===== config.mk =====
export PLATFORM = sky130hd
export DESIGN_NAME = thread_slot_scheduler_flat
export DESIGN_NICKNAME = d
export VERILOG_FILES = /design/src/rtl/tss_pkg.sv /design/src/rtl/tss_if.sv /design/src/rtl/tss_sequencer.sv /design/src/rtl/tss_datapath.sv /design/src/rtl/thread_slot_scheduler.sv /design/src/flat_wrapper.sv
export SDC_FILE = /design/constraint.sdc
export NUM_CORES = 1
export LEC_CHECK = 0
export BUFFER_PORTS_ARGS = -buffer_cell sky130_fd_sc_hd__buf_2
export CAP_MARGIN = 5
export CORE_MARGIN = 5
export CORE_UTILIZATION = 55
export DETAILED_ROUTE_END_ITERATION = 12
export GPL_ROUTABILITY_DRIVEN = 0
export PLACE_DENSITY = 0.73
export SYNTH_ARGS = -nofsm -noshare
export SYNTH_HDL_FRONTEND = slang
export SYNTH_SLANG_ARGS = --single-unit

===== constraint.sdc =====
create_clock -name i_clk -period 7.1 [get_ports i_clk]
set_input_delay 0.71 -clock i_clk [delete_from_list [all_inputs] [get_ports i_clk]]
set_output_delay 0.71 -clock i_clk [all_outputs]
set_load 0.05 [all_outputs]

===== src/rtl/tss_pkg.sv =====
// ----------------------------------------------------------------------------
// tss_pkg
// Shared types, constants and the control program of the thread slot
// scheduler.
// ----------------------------------------------------------------------------
package tss_pkg;

    localparam int THREAD_SLOTS  = 16;
    localparam int PROCESS_SLOTS = 16;
    localparam int PROGRAM_COUNT = 16;

    localparam int TIDX_W = $clog2(THREAD_SLOTS);
    localparam int PIDX_W = $clog2(PROCESS_SLOTS);
    localparam int SCAN_W = (TIDX_W > PIDX_W) ? TIDX_W : PIDX_W;
    localparam int CNT_W  = 5;

    localparam int OP_W     = 3;
    localparam int PROG_W   = 4;
    localparam int SLOT_W   = 4;
    localparam int STATUS_W = 2;
    localparam int WORD_W   = 32;
    localparam int STEP_W   = 4;

    localparam logic [WORD_W-1:0] VERSION_WORD = 32'h0001_0000;

    // Request codes
    localparam logic [OP_W-1:0] REQ_VERSION   = 3'd0;
    localparam logic [OP_W-1:0] REQ_CREATE    = 3'd1;
    localparam logic [OP_W-1:0] REQ_YIELD     = 3'd2;
    localparam logic [OP_W-1:0] REQ_TERMINATE = 3'd3;

    typedef enum logic [STATUS_W-1:0] {
        ST_OK      = 2'd0,
        ST_ERROR   = 2'd1,
        ST_ILLEGAL = 2'd2
    } t_status;

    // Datapath operations
    typedef enum logic [3:0] {
        OP_NONE,
        OP_SET_VER,
        OP_SET_ILL,
        OP_SET_ERR,
        OP_SCAN_INIT,
        OP_LATCH_PROC,
        OP_COMMIT,
        OP_SCAN_INIT_RR,
        OP_SET_RUN,
        OP_KILL
    } t_dp_op;

    // Sequencing kinds
    typedef enum logic [2:0] {
        K_NEXT,
        K_GOTO,
        K_IF,
        K_SCAN,
        K_EMIT
    } t_kind;

    typedef enum logic {
        C_PROG_BAD,
        C_RUN_ABSENT
    } t_cond;

    typedef enum logic [1:0] {
        PR_NONE,
        PR_P_FREE,
        PR_T_FREE,
        PR_T_USED
    } t_pred;

    typedef struct packed {
        t_dp_op            op;
        t_kind             kind;
        t_cond             cond;
        t_pred             pred;
        logic [STEP_W-1:0] tgt_a;
        logic [STEP_W-1:0] tgt_b;
    } t_uword;

    // Sequencer to datapath
    typedef struct packed {
        logic   run;
        t_dp_op op;
        t_pred  pred;
        logic   scan_adv;
        logic   emit;
    } t_ctrl;

    // Datapath to sequencer
    typedef struct packed {
        logic hit;
        logic scan_last;
        logic prog_bad;
        logic run_absent;
        logic out_busy;
    } t_flags;

    // Program addresses
    localparam logic [STEP_W-1:0] S_VER      = 4'd0;
    localparam logic [STEP_W-1:0] S_ILL      = 4'd1;
    localparam logic [STEP_W-1:0] S_CRE      = 4'd2;
    localparam logic [STEP_W-1:0] S_CRE_PSC  = 4'd3;
    localparam logic [STEP_W-1:0] S_CRE_LAT  = 4'd4;
    localparam logic [STEP_W-1:0] S_CRE_TSC  = 4'd5;
    localparam logic [STEP_W-1:0] S_CRE_COM  = 4'd6;
    localparam logic [STEP_W-1:0] S_YLD      = 4'd7;
    localparam logic [STEP_W-1:0] S_YLD_SC   = 4'd8;
    localparam logic [STEP_W-1:0] S_RUN      = 4'd9;
    localparam logic [STEP_W-1:0] S_TRM      = 4'd10;
    localparam logic [STEP_W-1:0] S_TRM_KILL = 4'd11;
    localparam logic [STEP_W-1:0] S_TRM_SC   = 4'd12;
    localparam logic [STEP_W-1:0] S_ERR      = 4'd13;
    localparam logic [STEP_W-1:0] S_EMIT     = 4'd14;

    function automatic logic [STEP_W-1:0] f_entry(input logic [OP_W-1:0] op);
        logic [STEP_W-1:0] s;
        unique case (op)
            REQ_VERSION:   s = S_VER;
            REQ_CREATE:    s = S_CRE;
            REQ_YIELD:     s = S_YLD;
            REQ_TERMINATE: s = S_TRM;
            default:       s = S_ILL;
        endcase
        return s;
    endfunction

    function automatic t_uword f_uw(input t_dp_op op, input t_kind kind, input t_cond cond,
                                    input t_pred pred, input logic [STEP_W-1:0] a,
                                    input logic [STEP_W-1:0] b);
        t_uword w;
        w.op    = op;
        w.kind  = kind;
        w.cond  = cond;
        w.pred  = pred;
        w.tgt_a = a;
        w.tgt_b = b;
        return w;
    endfunction

    // Control store
    function automatic t_uword f_rom(input logic [STEP_W-1:0] step);
        t_uword w;
        unique case (step)
            S_VER:      w = f_uw(OP_SET_VER, K_GOTO, C_PROG_BAD, PR_NONE, S_EMIT, S_EMIT);
            S_ILL:      w = f_uw(OP_SET_ILL, K_GOTO, C_PROG_BAD, PR_NONE, S_EMIT, S_EMIT);
            S_CRE:      w = f_uw(OP_SCAN_INIT, K_IF, C_PROG_BAD, PR_NONE, S_ERR, S_ERR);
            S_CRE_PSC:  w = f_uw(OP_NONE, K_SCAN, C_PROG_BAD, PR_P_FREE, S_CRE_LAT, S_ERR);
            S_CRE_LAT:  w = f_uw(OP_LATCH_PROC, K_NEXT, C_PROG_BAD, PR_NONE, S_EMIT, S_EMIT);
            S_CRE_TSC:  w = f_uw(OP_NONE, K_SCAN, C_PROG_BAD, PR_T_FREE, S_CRE_COM, S_ERR);
            S_CRE_COM:  w = f_uw(OP_COMMIT, K_GOTO, C_PROG_BAD, PR_NONE, S_EMIT, S_EMIT);
            S_YLD:      w = f_uw(OP_SCAN_INIT_RR, K_NEXT, C_PROG_BAD, PR_NONE, S_EMIT, S_EMIT);
            S_YLD_SC:   w = f_uw(OP_NONE, K_SCAN, C_PROG_BAD, PR_T_USED, S_RUN, S_ERR);
            S_RUN:      w = f_uw(OP_SET_RUN, K_GOTO, C_PROG_BAD, PR_NONE, S_EMIT, S_EMIT);
            S_TRM:      w = f_uw(OP_NONE, K_IF, C_RUN_ABSENT, PR_NONE, S_ERR, S_ERR);
            S_TRM_KILL: w = f_uw(OP_KILL, K_NEXT, C_PROG_BAD, PR_NONE, S_EMIT, S_EMIT);
            S_TRM_SC:   w = f_uw(OP_NONE, K_SCAN, C_PROG_BAD, PR_T_USED, S_RUN, S_EMIT);
            S_ERR:      w = f_uw(OP_SET_ERR, K_GOTO, C_PROG_BAD, PR_NONE, S_EMIT, S_EMIT);
            S_EMIT:     w = f_uw(OP_NONE, K_EMIT, C_PROG_BAD, PR_NONE, S_EMIT, S_EMIT);
            default:    w = f_uw(OP_NONE, K_GOTO, C_PROG_BAD, PR_NONE, S_EMIT, S_EMIT);
        endcase
        return w;
    endfunction

endpackage


===== src/rtl/tss_if.sv =====
// ----------------------------------------------------------------------------
// tss_if
// Request and response channels of the thread slot scheduler.
// ----------------------------------------------------------------------------
interface tss_req_if;
    logic                       valid;
    logic                       ready;
    logic [tss_pkg::OP_W-1:0]   operation;
    logic [tss_pkg::PROG_W-1:0] program_req;

    modport source (output valid, output operation, output program_req, input ready);
    modport sink   (input valid, input operation, input program_req, output ready);
endinterface

interface tss_rsp_if;
    logic                         valid;
    logic                         ready;
    logic [tss_pkg::STATUS_W-1:0] status;
    logic [tss_pkg::WORD_W-1:0]   result_word;
    logic [tss_pkg::SLOT_W-1:0]   running_thread;
    logic                         running_valid;
    logic [tss_pkg::SLOT_W-1:0]   created_thread;
    logic [tss_pkg::SLOT_W-1:0]   created_process;

    modport source (output valid, output status, output result_word, output running_thread,
                    output running_valid, output created_thread, output created_process,
                    input ready);
    modport sink   (input valid, input status, input result_word, input running_thread,
                    input running_valid, input created_thread, input created_process,
                    output ready);
endinterface


===== src/rtl/tss_sequencer.sv =====
// ----------------------------------------------------------------------------
// tss_sequencer
// Step counter and control store; dispatches on the request code and
// walks the program, branching on datapath flags.
// ----------------------------------------------------------------------------
module tss_sequencer (
    input  logic                        i_clk,
    input  logic                        i_rst_n,
    input  logic                        i_start,
    input  logic [tss_pkg::OP_W-1:0]    i_operation,
    input  tss_pkg::t_flags             i_flags,
    output logic                        o_idle,
    output tss_pkg::t_ctrl              o_ctrl
);
    import tss_pkg::*;

    logic              r_busy;
    logic [STEP_W-1:0] r_step;
    logic              n_busy;
    logic [STEP_W-1:0] n_step;
    t_uword            w_uw;
    logic              w_emit;

    assign w_uw   = f_rom(r_step);
    assign w_emit = r_busy && (w_uw.kind == K_EMIT) && !i_flags.out_busy;
    assign o_idle = !r_busy;

    always_comb begin
        o_ctrl.run      = r_busy;
        o_ctrl.op       = w_uw.op;
        o_ctrl.pred     = w_uw.pred;
        o_ctrl.scan_adv = r_busy && (w_uw.kind == K_SCAN) && !i_flags.hit;
        o_ctrl.emit     = w_emit;
    end

    always_comb begin
        n_busy = r_busy;
        n_step = r_step;
        if (!r_busy) begin
            if (i_start) begin
                n_busy = 1'b1;
                n_step = f_entry(i_operation);
            end
        end else begin
            unique case (w_uw.kind)
                K_NEXT: n_step = r_step + 1'b1;
                K_GOTO: n_step = w_uw.tgt_a;
                K_IF: begin
                    if ((w_uw.cond == C_PROG_BAD) ? i_flags.prog_bad : i_flags.run_absent)
                        n_step = w_uw.tgt_a;
                    else
                        n_step = r_step + 1'b1;
                end
                K_SCAN: begin
                    priority if (i_flags.hit)       n_step = w_uw.tgt_a;
                    else if (i_flags.scan_last)     n_step = w_uw.tgt_b;
                    else                            n_step = r_step;
                end
                K_EMIT: begin
                    if (w_emit) n_busy = 1'b0;
                end
                default: n_step = S_EMIT;
            endcase
        end
    end

    always_ff @(posedge i_clk) begin
        if (!i_rst_n) begin
            r_busy <= 1'b0;
            r_step <= S_EMIT;
        end else begin
            r_busy <= n_busy;
            r_step <= n_step;
        end
    end

endmodule


===== src/rtl/tss_datapath.sv =====
// ----------------------------------------------------------------------------
// tss_datapath
// Slot tables, running-thread registers, slot scan unit and the
// response register.
// ----------------------------------------------------------------------------
module tss_datapath (
    input  logic                          i_clk,
    input  logic                          i_rst_n,
    input  logic                          i_start,
    input  logic [tss_pkg::PROG_W-1:0]    i_program_req,
    input  tss_pkg::t_ctrl                i_ctrl,
    input  logic                          i_rsp_ready,
    output tss_pkg::t_flags               o_flags,
    output logic                          o_valid,
    output logic [tss_pkg::STATUS_W-1:0]  o_status,
    output logic [tss_pkg::WORD_W-1:0]    o_result_word,
    output logic [tss_pkg::SLOT_W-1:0]    o_running_thread,
    output logic                          o_running_valid,
    output logic [tss_pkg::SLOT_W-1:0]    o_created_thread,
    output logic [tss_pkg::SLOT_W-1:0]    o_created_process
);
    import tss_pkg::*;

    localparam logic [SCAN_W-1:0] T_LAST = SCAN_W'(THREAD_SLOTS - 1);
    localparam logic [SCAN_W-1:0] P_LAST = SCAN_W'(PROCESS_SLOTS - 1);

    // Tables
    logic [THREAD_SLOTS-1:0]  r_t_used;
    logic [PIDX_W-1:0]        r_t_owner [THREAD_SLOTS];
    logic [PROCESS_SLOTS-1:0] r_p_used;
    logic [CNT_W-1:0]         r_p_count [PROCESS_SLOTS];

    logic [TIDX_W-1:0] r_run_idx;
    logic              r_run_present;
    logic [TIDX_W-1:0] r_last;

    // Per-request working registers
    logic [PROG_W-1:0] r_prog;
    t_status           r_status;
    logic [WORD_W-1:0] r_word;
    logic [SCAN_W-1:0] r_idx;
    logic [SCAN_W-1:0] r_cnt;
    logic [SCAN_W-1:0] r_found;
    logic [PIDX_W-1:0] r_pslot;
    logic [SLOT_W-1:0] r_ctid;
    logic [SLOT_W-1:0] r_cpid;

    // Response register
    logic              r_o_valid;
    logic [STATUS_W-1:0] r_o_status;
    logic [WORD_W-1:0] r_o_word;
    logic [SLOT_W-1:0] r_o_run;
    logic              r_o_run_v;
    logic [SLOT_W-1:0] r_o_ctid;
    logic [SLOT_W-1:0] r_o_cpid;

    logic              w_hit;
    logic [SCAN_W-1:0] w_lim;
    logic [PIDX_W-1:0] w_own;
    logic [CNT_W-1:0]  w_dec;

    assign w_lim = (i_ctrl.pred == PR_P_FREE) ? P_LAST : T_LAST;

    always_comb begin
        unique case (i_ctrl.pred)
            PR_P_FREE: w_hit = !r_p_used[r_idx[PIDX_W-1:0]];
            PR_T_FREE: w_hit = !r_t_used[r_idx[TIDX_W-1:0]];
            PR_T_USED: w_hit = r_t_used[r_idx[TIDX_W-1:0]];
            default:   w_hit = 1'b0;
        endcase
    end

    // Owner of the running thread, its count saturating at zero
    assign w_own = r_t_owner[r_run_idx];
    assign w_dec = (r_p_count[w_own] == '0) ? '0 : r_p_count[w_own] - 1'b1;

    always_comb begin
        o_flags.hit        = w_hit;
        o_flags.scan_last  = (r_cnt == w_lim);
        o_flags.prog_bad   = (32'(r_prog) >= 32'(PROGRAM_COUNT));
        o_flags.run_absent = !r_run_present;
        o_flags.out_busy   = r_o_valid && !i_rsp_ready;
    end

    // Scheduler state
    always_ff @(posedge i_clk) begin
        if (!i_rst_n) begin
            r_t_used      <= THREAD_SLOTS'(1);
            r_p_used      <= PROCESS_SLOTS'(1);
            for (int i = 0; i < THREAD_SLOTS; i++) r_t_owner[i] <= '0;
            for (int i = 0; i < PROCESS_SLOTS; i++) r_p_count[i] <= '0;
            r_p_count[0]  <= CNT_W'(1);
            r_run_idx     <= '0;
            r_run_present <= 1'b1;
            r_last        <= '0;
        end else if (i_ctrl.run) begin
            unique case (i_ctrl.op)
                OP_COMMIT: begin
                    r_t_used[r_found[TIDX_W-1:0]]  <= 1'b1;
                    r_t_owner[r_found[TIDX_W-1:0]] <= r_pslot;
                    r_p_used[r_pslot]              <= 1'b1;
                    r_p_count[r_pslot]             <= CNT_W'(1);
                end
                OP_SET_RUN: begin
                    r_run_idx     <= r_found[TIDX_W-1:0];
                    r_run_present <= 1'b1;
                    r_last        <= r_found[TIDX_W-1:0];
                end
                OP_KILL: begin
                    r_t_used[r_run_idx] <= 1'b0;
                    r_p_count[w_own]    <= w_dec;
                    if (w_dec == '0) r_p_used[w_own] <= 1'b0;
                    r_run_present <= 1'b0;
                    r_run_idx     <= '0;
                end
                default: ;
            endcase
        end
    end

    // Request working registers and scan unit
    always_ff @(posedge i_clk) begin
        if (!i_rst_n) begin
            r_status <= ST_OK;
        end else if (i_start) begin
            r_prog   <= i_program_req;
            r_status <= ST_OK;
            r_word   <= '0;
            r_ctid   <= '0;
            r_cpid   <= '0;
        end else if (i_ctrl.run) begin
            if (w_hit) r_found <= r_idx;
            if (i_ctrl.scan_adv) begin
                r_idx <= (r_idx == w_lim) ? '0 : r_idx + 1'b1;
                r_cnt <= r_cnt + 1'b1;
            end
            unique case (i_ctrl.op)
                OP_SET_VER: r_word <= VERSION_WORD;
                OP_SET_ILL: r_status <= ST_ILLEGAL;
                OP_SET_ERR: r_status <= ST_ERROR;
                OP_SCAN_INIT, OP_KILL: begin
                    r_idx <= '0;
                    r_cnt <= '0;
                end
                OP_LATCH_PROC: begin
                    r_pslot <= r_found[PIDX_W-1:0];
                    r_idx   <= '0;
                    r_cnt   <= '0;
                end
                OP_SCAN_INIT_RR: begin
                    r_idx <= (SCAN_W'(r_last) == T_LAST) ? '0 : SCAN_W'(r_last) + 1'b1;
                    r_cnt <= '0;
                end
                OP_COMMIT: begin
                    r_ctid <= SLOT_W'(r_found);
                    r_cpid <= SLOT_W'(r_pslot);
                end
                default: ;
            endcase
        end
    end

    // Response register: loaded only when empty or being drained
    always_ff @(posedge i_clk) begin
        if (!i_rst_n) begin
            r_o_valid <= 1'b0;
        end else if (i_ctrl.emit) begin
            r_o_valid  <= 1'b1;
            r_o_status <= r_status;
            r_o_word   <= r_word;
            r_o_run    <= r_run_present ? SLOT_W'(r_run_idx) : '0;
            r_o_run_v  <= r_run_present;
            r_o_ctid   <= r_ctid;
            r_o_cpid   <= r_cpid;
        end else if (i_rsp_ready) begin
            r_o_valid <= 1'b0;
        end
    end

    assign o_valid           = r_o_valid;
    assign o_status          = r_o_status;
    assign o_result_word     = r_o_word;
    assign o_running_thread  = r_o_run;
    assign o_running_valid   = r_o_run_v;
    assign o_created_thread  = r_o_ctid;
    assign o_created_process = r_o_cpid;

endmodule


===== src/rtl/thread_slot_scheduler.sv =====
// ----------------------------------------------------------------------------
// thread_slot_scheduler
// Round-robin thread scheduler over thread and process slot tables.
// ----------------------------------------------------------------------------
// One request at a time, one response beat per request. A request runs as
// a short program from a control store; the slot scan unit tests one slot
// per cycle; create runs a process-slot scan followed by a thread-slot scan.
// The next request is taken the cycle after the response is loaded. A
// finished response waits in an output register while the next request is
// taken; if it is still held when the next response is due, the program
// waits at its emit step.
// ----------------------------------------------------------------------------
module thread_slot_scheduler (
    input  logic       i_clk,
    input  logic       i_rst_n,
    tss_req_if.sink    i_req,
    tss_rsp_if.source  o_rsp
);
    import tss_pkg::*;

    logic   w_idle;
    logic   w_start;
    t_ctrl  w_ctrl;
    t_flags w_flags;

    assign i_req.ready = w_idle;
    assign w_start     = i_req.valid && w_idle;

    tss_sequencer u_seq (
        .i_clk       (i_clk),
        .i_rst_n     (i_rst_n),
        .i_start     (w_start),
        .i_operation (i_req.operation),
        .i_flags     (w_flags),
        .o_idle      (w_idle),
        .o_ctrl      (w_ctrl)
    );

    tss_datapath u_dp (
        .i_clk             (i_clk),
        .i_rst_n           (i_rst_n),
        .i_start           (w_start),
        .i_program_req     (i_req.program_req),
        .i_ctrl            (w_ctrl),
        .i_rsp_ready       (o_rsp.ready),
        .o_flags           (w_flags),
        .o_valid           (o_rsp.valid),
        .o_status          (o_rsp.status),
        .o_result_word     (o_rsp.result_word),
        .o_running_thread  (o_rsp.running_thread),
        .o_running_valid   (o_rsp.running_valid),
        .o_created_thread  (o_rsp.created_thread),
        .o_created_process (o_rsp.created_process)
    );

endmodule


===== src/flat_wrapper.sv =====
// flat-port wrapper written by rule: the top's interface ports become plain ports
module thread_slot_scheduler_flat import tss_pkg::*;
  (i_clk, i_rst_n, i_req_valid, i_req_operation, i_req_program_req, i_req_ready, o_rsp_valid, o_rsp_status, o_rsp_result_word, o_rsp_running_thread, o_rsp_running_valid, o_rsp_created_thread, o_rsp_created_process, o_rsp_ready);
  tss_req_if i_req_i ();
  tss_rsp_if o_rsp_i ();
  input  logic i_clk;
  input  logic i_rst_n;
  input wire logic [$bits(i_req_i.valid)-1:0] i_req_valid;
  input wire logic [$bits(i_req_i.operation)-1:0] i_req_operation;
  input wire logic [$bits(i_req_i.program_req)-1:0] i_req_program_req;
  output wire logic [$bits(i_req_i.ready)-1:0] i_req_ready;
  output wire logic [$bits(o_rsp_i.valid)-1:0] o_rsp_valid;
  output wire logic [$bits(o_rsp_i.status)-1:0] o_rsp_status;
  output wire logic [$bits(o_rsp_i.result_word)-1:0] o_rsp_result_word;
  output wire logic [$bits(o_rsp_i.running_thread)-1:0] o_rsp_running_thread;
  output wire logic [$bits(o_rsp_i.running_valid)-1:0] o_rsp_running_valid;
  output wire logic [$bits(o_rsp_i.created_thread)-1:0] o_rsp_created_thread;
  output wire logic [$bits(o_rsp_i.created_process)-1:0] o_rsp_created_process;
  input wire logic [$bits(o_rsp_i.ready)-1:0] o_rsp_ready;
  assign i_req_i.valid = i_req_valid;
  assign i_req_i.operation = i_req_operation;
  assign i_req_i.program_req = i_req_program_req;
  assign i_req_ready = i_req_i.ready;
  assign o_rsp_valid = o_rsp_i.valid;
  assign o_rsp_status = o_rsp_i.status;
  assign o_rsp_result_word = o_rsp_i.result_word;
  assign o_rsp_running_thread = o_rsp_i.running_thread;
  assign o_rsp_running_valid = o_rsp_i.running_valid;
  assign o_rsp_created_thread = o_rsp_i.created_thread;
  assign o_rsp_created_process = o_rsp_i.created_process;
  assign o_rsp_i.ready = o_rsp_ready;
  thread_slot_scheduler u_core (.i_clk(i_clk), .i_rst_n(i_rst_n), .i_req(i_req_i), .o_rsp(o_rsp_i));
endmodule

# == Word level (Yosys, flattened, before mapping) ==
# Memory sizes are Yosys's and may differ from the RTL's. A register that Yosys moved wholly into a read port is not among the register bits.
# Index checks and enable logic that the tools add are counted.
# totals
mem_bits_rw,144
reg_bits,152
wordCells,190
inputBits,11
n_memories,3
romBits,256
# memory_table
name,words,width,read_ports,rd_clocked_by_memory_dff,wr,line_no,rtl
(name not given),16,16,1,1,0,tss_pkg.sv:145,unique case (step)
u_core.u_dp.r_p_count,16,5,1,0,16,tss_datapath.sv:31,logic [CNT_W-1:0] r_p_count [PROCESS_SLOTS];
u_core.u_dp.r_t_owner,16,4,1,1,16,tss_datapath.sv:29,logic [PIDX_W-1:0] r_t_owner [THREAD_SLOTS];
# classes
bitwise_logic,9
mux,68
n_addsub,5
magnitude_cmp,9
n_reduce_logical,49
n_eq_ne,25
# ops
op,n
4-bit 2-to-1 mux,21
32-bit 2-to-1 mux,2
16-bit case mux with 2 select lines,2
16-bit AND,2
16-bit inverter,2
16-bit bitwise OR,2
4-bit by 5-bit less-than comparator with 1-bit output (second input constant),5
1-bit 2-to-1 mux,25
4-bit == test (second input constant),5
5-bit 2-to-1 mux,4
4-bit case mux with 5 select lines,1
4-bit by 1-bit adder with 4-bit output (second input constant),4
1-bit demux with 4-bit select,4
4-bit by 3-bit == test with 1-bit output (second input constant),4
4-bit by 1-bit >= comparator with 1-bit output (second input constant),4
16-bit 2-to-1 mux,1
4-bit case mux with 2 select lines,2
4-bit case mux with 4 select lines,1
4-bit AND reduction,4
2-bit nonzero test,8
3-bit by 2-bit == test with 1-bit output (second input constant),4
3-bit AND reduction,4
1-bit logical AND,10
5-bit zero test,2
23 further kinds,42

# == Depth between registers and ports, before layout ==
# Gate-level depths: netlist of the first run.
# depth
word_depth,9
ltp_mapped,18
mapped_depth_nobuf,14

# == Cells and area by module ==
# From an unflattened synthesis of the first run, not the netlist that was laid out.
# unflattened
hier_cells,1139
hier_area_um2,12550.8
# modules_own_cells
module,instances,area_each_um2,cells_per_inst
tss_datapath,1,11258.3,998
tss_sequencer,1,1286.2,140
thread_slot_scheduler,1,6.3,1

# == Least setup slack after synthesis of the first run ==
# No wires, ideal clock.
# synth_timing
kind,reg2reg
from,register with a tool-made name
to,register u_core.u_dp.r_p_used[15]
setup_slack_ps,3107
setup_ps,151
path_stages_with_launch,19
required_time_ps,6949
arrival_time_ps,3842
period_less_slack_ps,3993
cell_sequence,dfxtp_1 -> buf_4 -> buf_6 -> mux4_2 -> mux2i_1 -> mux2i_1 -> buf_2 -> buf_2 -> buf_2 -> a32o_1 -> o22ai_1 -> nor2_1 -> ha_1 -> inv_1 -> a31o_1 -> or4b_4 -> a21oi_4 -> buf_6 -> a41oi_1
# synth_rtl
item,line_no,rtl
"end signal, assigned",tss_datapath.sv:89,r_p_used <= PROCESS_SLOTS'(1);
"end signal, assigned by index",tss_datapath.sv:101,r_p_used[r_pslot] <= 1'b1;
"end signal, assigned by index",tss_datapath.sv:112,if (w_dec == '0) r_p_used[w_own] <= 1'b0;
"end, declared",tss_datapath.sv:30,logic [PROCESS_SLOTS-1:0] r_p_used;

==> results by group, run 1 <==
Die
  • CORE AREA: 22,600 µm²
  • Row count: 55
  • IO Count: 60
  • Initial core utilization: 55.5%
  • Horiz. Die Dim: 161 µm
  • Total die area: 25,900 µm²
  • DIE HEIGHT: 161 µm

Synth
  • Ys Warns: 0
  • Mapped cell area: 12,500 µm²
  • Top cell type's share of synthesized area: 44.3%
  • Leading area contributor after synthesis: edfxtp_1
  • Mapped Cells: 1,148
  • Syn avg cell area: 10.9 µm²
  • Asr flop ratio synth: 0%
  • Synthesis-stage register bit count: 254
  • Number of synthesized flops with an enable pin: 185
  • Ys flop type: edfxtp_1
  • Synth unique cells: 71
  • Largest cells by area after synthesis: edfxtp_1 (44%), dfxtp_1 (11%), mux4_2 (4.1%)
  • Register area share after synthesis: 55.3%

Layout
  • Antenna diode count: 0
  • FILL cells: 1,844
  • Post-layout nets: 1,164
  • P&R area growth vs syn: 7.62%
  • Share of layout cells above drive strength 1: 11.5%
  • Final core occ: 59.8%

Route
  • Per-cell routed wire length: 19.7 µm
  • DR vias: 8,785
  • ANT nets after route: 0
  • Vias/cell: 6.09
  • Iteration-0 DRC Markers: 771
  • Routed Wire Length: 28,400 µm
  • # DRC: 0
  • First-pass iteration count of the detailed router: 5

Timing
  • Max Clk Rate: 195 MHz
  • Final min period: 5130 ps
  • Final period util: 72.2%
  • Worst clock skew: 8.20 ps
  • Fin. max-slew vios: 0
  • Fin. Hold Viols: 0
  • Max-slew headroom: 32.7%
  • Setup TNS: 0 ps
  • Setup Viol. Count Final: 0
  • Actual transition at the worst max-transition pin: 1010 ps
  • RSZ-0062 raised after global routing: false

Worst setup path
  • Capturing point of the worst reg2reg path: u_core.u_dp.r_p_used[5]
  • CP Class: reg -> reg
  • Worst setup EP type: register
  • FF-to-FF path depth: 14
  • Critical Path RT: 7460 ps
  • CP Cell Sequence: mux2_2 -> o22ai_1 -> and3b_1 -> nor2_8 -> nand2_1 -> a32o_1 -> o22ai_1 -> nor2_1 -> ha_1 -> inv_1 -> a31o_1 -> or4b_4 -> a21oi_4 -> a41oi_1
  • R2R setup slack: 1970 ps
  • CP arrival: 5480 ps
  • Startpoint types: register
  • Crit-path most repeated cell: o22ai_1
  • Crit path max-delay cell type: dfxtp_1
  • CP max FO: 23
  • Worst path max stage delay: 980 ps

Clock network
  • Post_cts resized: 0
  • CTS buffer count: 26
  • Clock slew at reported path FFs: 60 ps
  • Setup Buffers After CTS: 0
  • Root Buffer Master: clkbuf_16
  • Skew-Pair Late Insertion Delay: 540 ps
  • CTS Buffer Depth: 3
  • Cts hold-fix bufs: 0
  • Clock Sinks: 254
  • TritonCTS clock tree: yes
  • H-tree depth: 1

Placement
  • IO buf count: 24
  • Dpl hpwl: 19,000 µm

GRT
  • First-pass GRT wire length: 45,400 µm
  • Tot GR Track Use: 21.7%
  • Maximum number of pins on one net before global-route repair: 61
  • Vias in the first global route: 8,439
  • Grt total ovfl: 0
  • Initial antenna violation count: 0

Worst hold path
  • Hold Crit Class: reg -> reg
  • Worst Hold End: u_core.u_dp.o_created_thread[0]
  • Min-delay src: u_core.u_dp.r_ctid[0]
  • Hold depth: 0

Outcome
  • Outcome: complete, no violations

Power and ir drop
  • PwrDens: 258 nW/µm²
  • Maximum VDD drop: 216 µV
  • Leak: 4.69 nW

Flow run
  • Maxcap violations: 0
## synth_stat cells, types with 23 or more instances
cell / instances
clkbuf_1: 44
nor2_1: 132
edfxtp_1: 185
mux4_2: 23
nand3_1: 44
buf_4: 33
a21oi_1: 32
o21ai_0: 65
nor3_1: 47
and2_1: 77
nand2_1: 116
dfxtp_1: 69
## placed cells by master, fill, tap and decap left out, drive strengths merged, types with 30 or more instances in the layout
cell type / n
buf: 30
o21ai: 71
nand2: 118
conb: 31
a21oi: 34
nor2: 133
dfxtp: 69
nand3: 46
clkbuf: 36
and2: 79
nor3: 47
edfxtp: 185
## per-layer routing
layer / wire length (µm) / track usage, % / vias to the layer above / part of all wire (%)
met4: 587 / 5.82 / 0 / 2.1
met5: 0 / 0 / - / 0
met3: 2200 / 3.05 / 52 / 7.7
met1: 11700 / 29.7 / 4247 / 41
met2: 13900 / 36.5 / 385 / 49
li1: - / - / 4101 / -
## metrics by stage
step / cell area, µm² / total power [mW] / worst slack, ps / hold WS (ps) / cells
floorplan: 12600 / 2.07 / 3110 / 400 / 1178
global placement: 12600 / 2.14 / 2000 / 402 / 1396
detailed placement: 12600 / 2.15 / 1970 / 407 / 1396
CTS: 13500 / 3.50 / 1950 / 417 / 1443
global route: 13500 / 3.62 / 1600 / 436 / 1443
finish: 13500 / 3.48 / 1970 / 420 / 1443
## worst max-delay path by stage
stage,from,endpoint,slack (ps),cells after the start
after floorplan,register,u_core.u_dp.r_p_used[15],3110,18
after global placement,register,u_core.u_dp.r_p_count[2][4],2000,14
after detailed placement,register,u_core.u_dp.r_p_used[5],1970,14
after CTS,register,u_core.u_dp.r_p_used[5],1950,14
after global routing,register,u_core.u_dp.r_p_count[1][3],1600,12
final,register,u_core.u_dp.r_p_used[5],1970,14
## worst max-delay path: cells and delay by family, from the launching register on
kind / cells / cell delay, ps
fa+ha+maj: 1 / 290
buf+inv: 1 / 60
mux: 1 / 430
compound gates: 6 / 1530
simple gates: 5 / 1630
flops: 1 / 980
## area by class of cell
| cell class | instances | area, µm² | area share (%) |
|---|---|---|---|
| flip-flops and latches | 254 | 6940 | 51.4 |
| multi-input cells | 808 | 5110 | 37.9 |
| clock buffers | 36 | 708 | 5.25 |
| well taps | 285 | 357 | 2.64 |
| repair buffers | 30 | 165 | 1.22 |
| clock inverters | 11 | 144 | 1.07 |
| inverters | 19 | 71.3 | 0.529 |
## state kept, by name, indices dropped and copies added, names as in the netlist, 2 cells and up, named ones only
name,count
u_core.u_dp.o_created_process,4
u_core.u_dp.r_p_used,16
u_core.u_dp.r_cnt,4
u_core.u_dp.r_ctid,4
u_core.u_dp.o_running_thread,4
u_core.u_dp.r_idx,4
u_core.u_dp.r_t_used,16
u_core.u_dp.r_cpid,4
u_core.u_dp.o_status,2
u_core.u_dp.o_created_thread,4
u_core.u_seq.w_uw,16
u_core.u_dp.r_status,2
u_core.u_dp.r_last,4
u_core.u_dp.r_p_count,80
u_core.u_seq.r_step,4
u_core.u_dp.r_t_owner,64
u_core.u_dp.r_pslot,4
u_core.u_dp.r_run_idx,4
u_core.u_dp.r_found,4
## power by group
part           internal [mW]  total [mW]  switching, mW  leakage (nW)
registers               1.66        1.71         0.0535          2.42
clock network          0.807        1.36          0.551         0.419
logic                  0.127       0.411          0.283          1.85
total                   2.60        3.48          0.888          4.69
## cell families after synthesis
family / count (synthesis) / synth area share, %
buffers and inverters: 116 / 4.94
DFF: 254 / 55.3
AOI/OAI and AO/OA: 206 / 11.2
and+or+nand+nor: 489 / 19.3
xor gates and xnor gates: 11 / 0.769
muxes: 57 / 7.04
other: 1 / 0.0299
adders and majority gates: 14 / 1.40
Power figures use the tool's default switching activity.
==> run 2, diff against run 1 <==
ABC_AREA = 1   (was unset)
clock period = 5.25 ns   (was 7.1 ns; I/O delays follow)
==> run 2 against run 1 <==
Global-route usage up 0.63 points. Routed wire length is 2.4% higher. Total power increased by 40%. Fmax increased by 22%. Worst hold slack lost 140 ps. Core utilization rose by 0.50 points. Die area grew 0.22%. Non-clock buffer count is 9 higher. Register-to-register slack lost 930 ps. Sequential share of layout area is 0.43 points lower.
==> results by group, run 2 <==
Clock network
  • H-tree depth: 1 (unchanged)
  • Root Buffer Master: clkbuf_16
  • Setup Buffers After CTS: 0 (unchanged)
  • Clock slew at reported path FFs: 60 ps (about the same)
  • CTS buffer count: 26 (unchanged)
  • Clock Sinks: 254 (unchanged)
  • Cts hold-fix bufs: 0 (unchanged)
  • Post_cts resized: 0 (unchanged)
  • Skew-Pair Late Insertion Delay: 540 ps (about the same)
  • TritonCTS clock tree: yes
  • CTS Buffer Depth: 3 (unchanged)

Layout
  • Antenna diode count: 0 (unchanged)
  • Multi-input gate area: 4780 µm² (-6.5%)
  • Register bank with the most flops: u_core.u_dp.r_p_count
  • Commonest non-fill, non-tap cell in the layout: nand2_1
  • Commonest non-fill, non-tap cells in the layout: nand2_1 (447), nor2_1 (263), edfxtp_1 (185)
  • Register area: 6940 µm² (unchanged)
  • Max reg flops: 80 (unchanged)
  • Share of layout cells above drive strength 1: 6.21% (-5.3 points)
  • Largest regs: u_core.u_dp.r_p_count x80, u_core.u_dp.r_t_owner x64
  • Final std cells w/o fill: 1,830 (+27%)
  • Final Cell Area: 13,600 µm² (+0.84%)
  • P&R area growth vs syn: 8.28%
  • FILL cells: 1,955 (+6.0%)
  • Post-layout nets: 1,550 (+33%)

Timing
  • Post-route setup slack: 1050 ps (-927 ps)
  • Actual transition at the worst max-transition pin: 807 ps (-200 ps)
  • Max Clk Rate: 238 MHz (+22%)
  • Max-slew headroom: 46.1% (+13 points)
  • Worst clock skew: 27.5 ps (+19.3 ps)
  • Fin. Hold Viols: 0 (unchanged)
  • Setup Viol. Count Final: 0 (unchanged)
  • RSZ-0062 raised after global routing: false
  • Final period util: 80.1% (+7.9 points)
  • Fin. max-slew vios: 0 (unchanged)
  • Setup TNS: 0 ps (unchanged)
  • Hold slack final: 278 ps (-142 ps)
  • Final min period: 4200 ps (-923 ps)

Synth
  • Synth Area in Compound Gates: 6.69% (-4.5 points)
  • Mapped cell area: 12,600 µm² (+0.23%)
  • Synth unique cells: 45 (-37%)
  • Leading area contributor after synthesis: edfxtp_1
  • Post-synthesis adder-cell area fraction: 1.39% (-0.0032 points)
  • Mapped Cells: 1,518 (+32%)
  • Multiplexer share of the synthesized area: 0% (-7.0 points)
  • Top-count cell post-synth: nand2_1
  • Main combinational cell family by area after synthesis: simple AND/OR/NAND/NOR gates
  • Synthesis-stage register bit count: 254 (unchanged)
  • Number of synthesized flops with an enable pin: 185 (unchanged)
  • Simple-Gate Fraction of Synth Area: 28.7% (+9.5 points)
  • Largest cells by area after synthesis: edfxtp_1 (44%), nand2_1 (13%), dfxtp_1 (11%)
  • Syn avg cell area: 8.28 µm² (-24%)
  • Top cell type's share of synthesized area: 44.2% (-0.10 points)
  • Asr flop ratio synth: 0% (unchanged)
  • Post-Synth XOR/XNOR Area: 0.279% (-0.49 points)
  • Top post-synthesis cells by count: nand2_1 (447), nor2_1 (263), edfxtp_1 (185)
  • Ys flop type: edfxtp_1
  • Ys Warns: 0 (unchanged)
  • Register area share after synthesis: 55.2% (-0.13 points)

Worst setup path
  • Startpoint types: register
  • Worst setup EP type: register
  • CP max FO: 20 (-13%)
  • Worst path max stage delay: 720 ps (-260 ps)
  • CP arrival: 4610 ps (-870 ps)
  • CP Class: reg -> reg
  • Crit-path most repeated cell: nand2_1
  • Crit path max-delay cell type: edfxtp_1
  • CP Cell Sequence: inv_1 -> nor2_1 -> nor2_1 -> o21ai_0 -> o211ai_1 -> nand3_1 -> nand2_1 -> nand2_1 -> o21ai_1 -> nand2_1 -> inv_2 -> o211ai_1 -> nand2_1 -> inv_1 -> a31oi_1 -> nor2_1 -> inv_1 -> ha_1 -> nand2_1 -> o211ai_1 -> nand2_1
  • Critical Path RT: 5660 ps (-1800 ps)

Route
  • Iteration-0 DRC Markers: 853 (+11%)
  • First-pass iteration count of the detailed router: 5 (unchanged)
  • DR vias: 9,983 (+14%)
  • # DRC: 0 (unchanged)
  • Routed Wire Length: 29,100 µm (+2.4%)
  • Per-cell routed wire length: 15.9 µm (-19%)
  • ANT nets after route: 0 (unchanged)
  • Vias/cell: 5.46 (-10%)

Worst hold path
  • Hold Crit Class: in -> reg

Power and ir drop
  • PwrDens: 360 nW/µm² (+39%)
  • Maximum VDD drop: 239 µV (+11%)
  • Leak: 5.59 nW (+19%)

Die
  • Row count: 55 (unchanged)
  • Initial core utilization: 55.7% (+0.13 points)
  • CORE AREA: 22,600 µm² (unchanged)
  • IO Count: 60 (unchanged)
  • Total die area: 26,000 µm² (+0.22%)
  • DIE HEIGHT: 161 µm (+0.11%)
  • Horiz. Die Dim: 161 µm (+0.11%)

Flow run
  • Maxcap violations: 0 (unchanged)

GRT
  • Maximum number of pins on one net before global-route repair: 49 (-20%)
  • First-pass GRT wire length: 47,600 µm (+4.8%)
  • Tot GR Track Use: 22.3% (+0.63 points)
  • Vias in the first global route: 9,566 (+13%)
  • Grt total ovfl: 0 (unchanged)
  • Initial antenna violation count: 0 (unchanged)

Placement
  • Dpl hpwl: 19,600 µm (+3.0%)
  • Dpl cell area: 12,700 µm² (+0.83%)
  • Placed insts: 1,782 (+28%)
  • Worst slack at placement: 1120 ps (-848 ps)
  • IO buf count: 24 (unchanged)

Outcome
  • Outcome: complete, no violations
==> run 2: cell count changes in the layout (fill, tap and decap cells not counted), moves of 77 or more <==
| cell | previous run | this run |
|---|---|---|
| nand3_1 | 44 | 129 |
| nand2_1 | 116 | 447 |
| and2_1 | 77 | 0 |
| nor2_1 | 132 | 263 |
| inv_1 | 19 | 104 |
==> run 2: cell type report <==
type	count	share of cell area [%]
Clock buffer	40	5.54
Clock inverter	8	0.791
Inverter	117	3.23
Multi-Input combinational cell	1087	35.1
Sequential cell	254	51.0
Tap cell	285	2.62
Timing Repair Buffer	39	1.71
==> run 2: path summary, 6_finish.rpt <==
| path | from | endpoint | slack (ps) | depth (start not counted) |
|---|---|---|---|---|
| max | u_core.u_dp.r_idx[0] | u_core.u_seq.w_uw[14] | 1050 | 21 |
| max reg2reg | u_core.u_dp.r_idx[0] | u_core.u_seq.w_uw[14] | 1050 | 21 |
| min reg2reg | u_core.u_dp.r_ctid[3] | u_core.u_dp.o_created_thread[3] | 420 | 0 |
| min | o_rsp_ready | u_core.u_dp.o_valid | 280 | 4 |
==> run 2: layer usage <==
layer | vias up | routed length [µm] | part of all wire (%) | track usage [%]
li1 | 4941 | - | - | -
met1 | 4624 | 12700 | 44 | 30.5
met2 | 351 | 13900 | 48 | 37.5
met3 | 67 | 1780 | 6.1 | 2.83
met4 | 0 | 759 | 2.6 | 6.82
met5 | - | 0 | 0 | 0
==> run 2: cell families (layout without fill, tap and decap cells) <==
group                    Yosys count  in the layout
AND/OR/NAND/NOR                  886            886
other                              1             31
XOR/XNOR                           4              4
adder cells (fa/ha/maj)           14             14
flip-flops                       254            254
buffers and inverters            207            204
AO/OA/AOI/OAI                    152            152
==> run 2: report_power, final <==
part | switching [mW] | internal [mW] | total (mW)
Clock | 0.761 | 1.09 | 1.85
Combinational | 0.515 | 0.191 | 0.706
Sequential | 0.0692 | 2.27 | 2.34
==> run 2: through the flow <==
step / util (%) / total power, mW
after global routing: 60.3 / 5.11
after CTS: 60.3 / 4.91
after global placement: 56.4 / 3.05
after floorplan: - / 2.93
after detailed placement: 56.4 / 3.07
final: 60.3 / 4.89
==> run 2: critical path: cells and delay by family (launching register included) <==
kind            cells  cell delay (ps)
simple gates       10             1430
buf+inv             4              900
flops               1              720
compound gates      6              690
fa+ha+maj           1              320
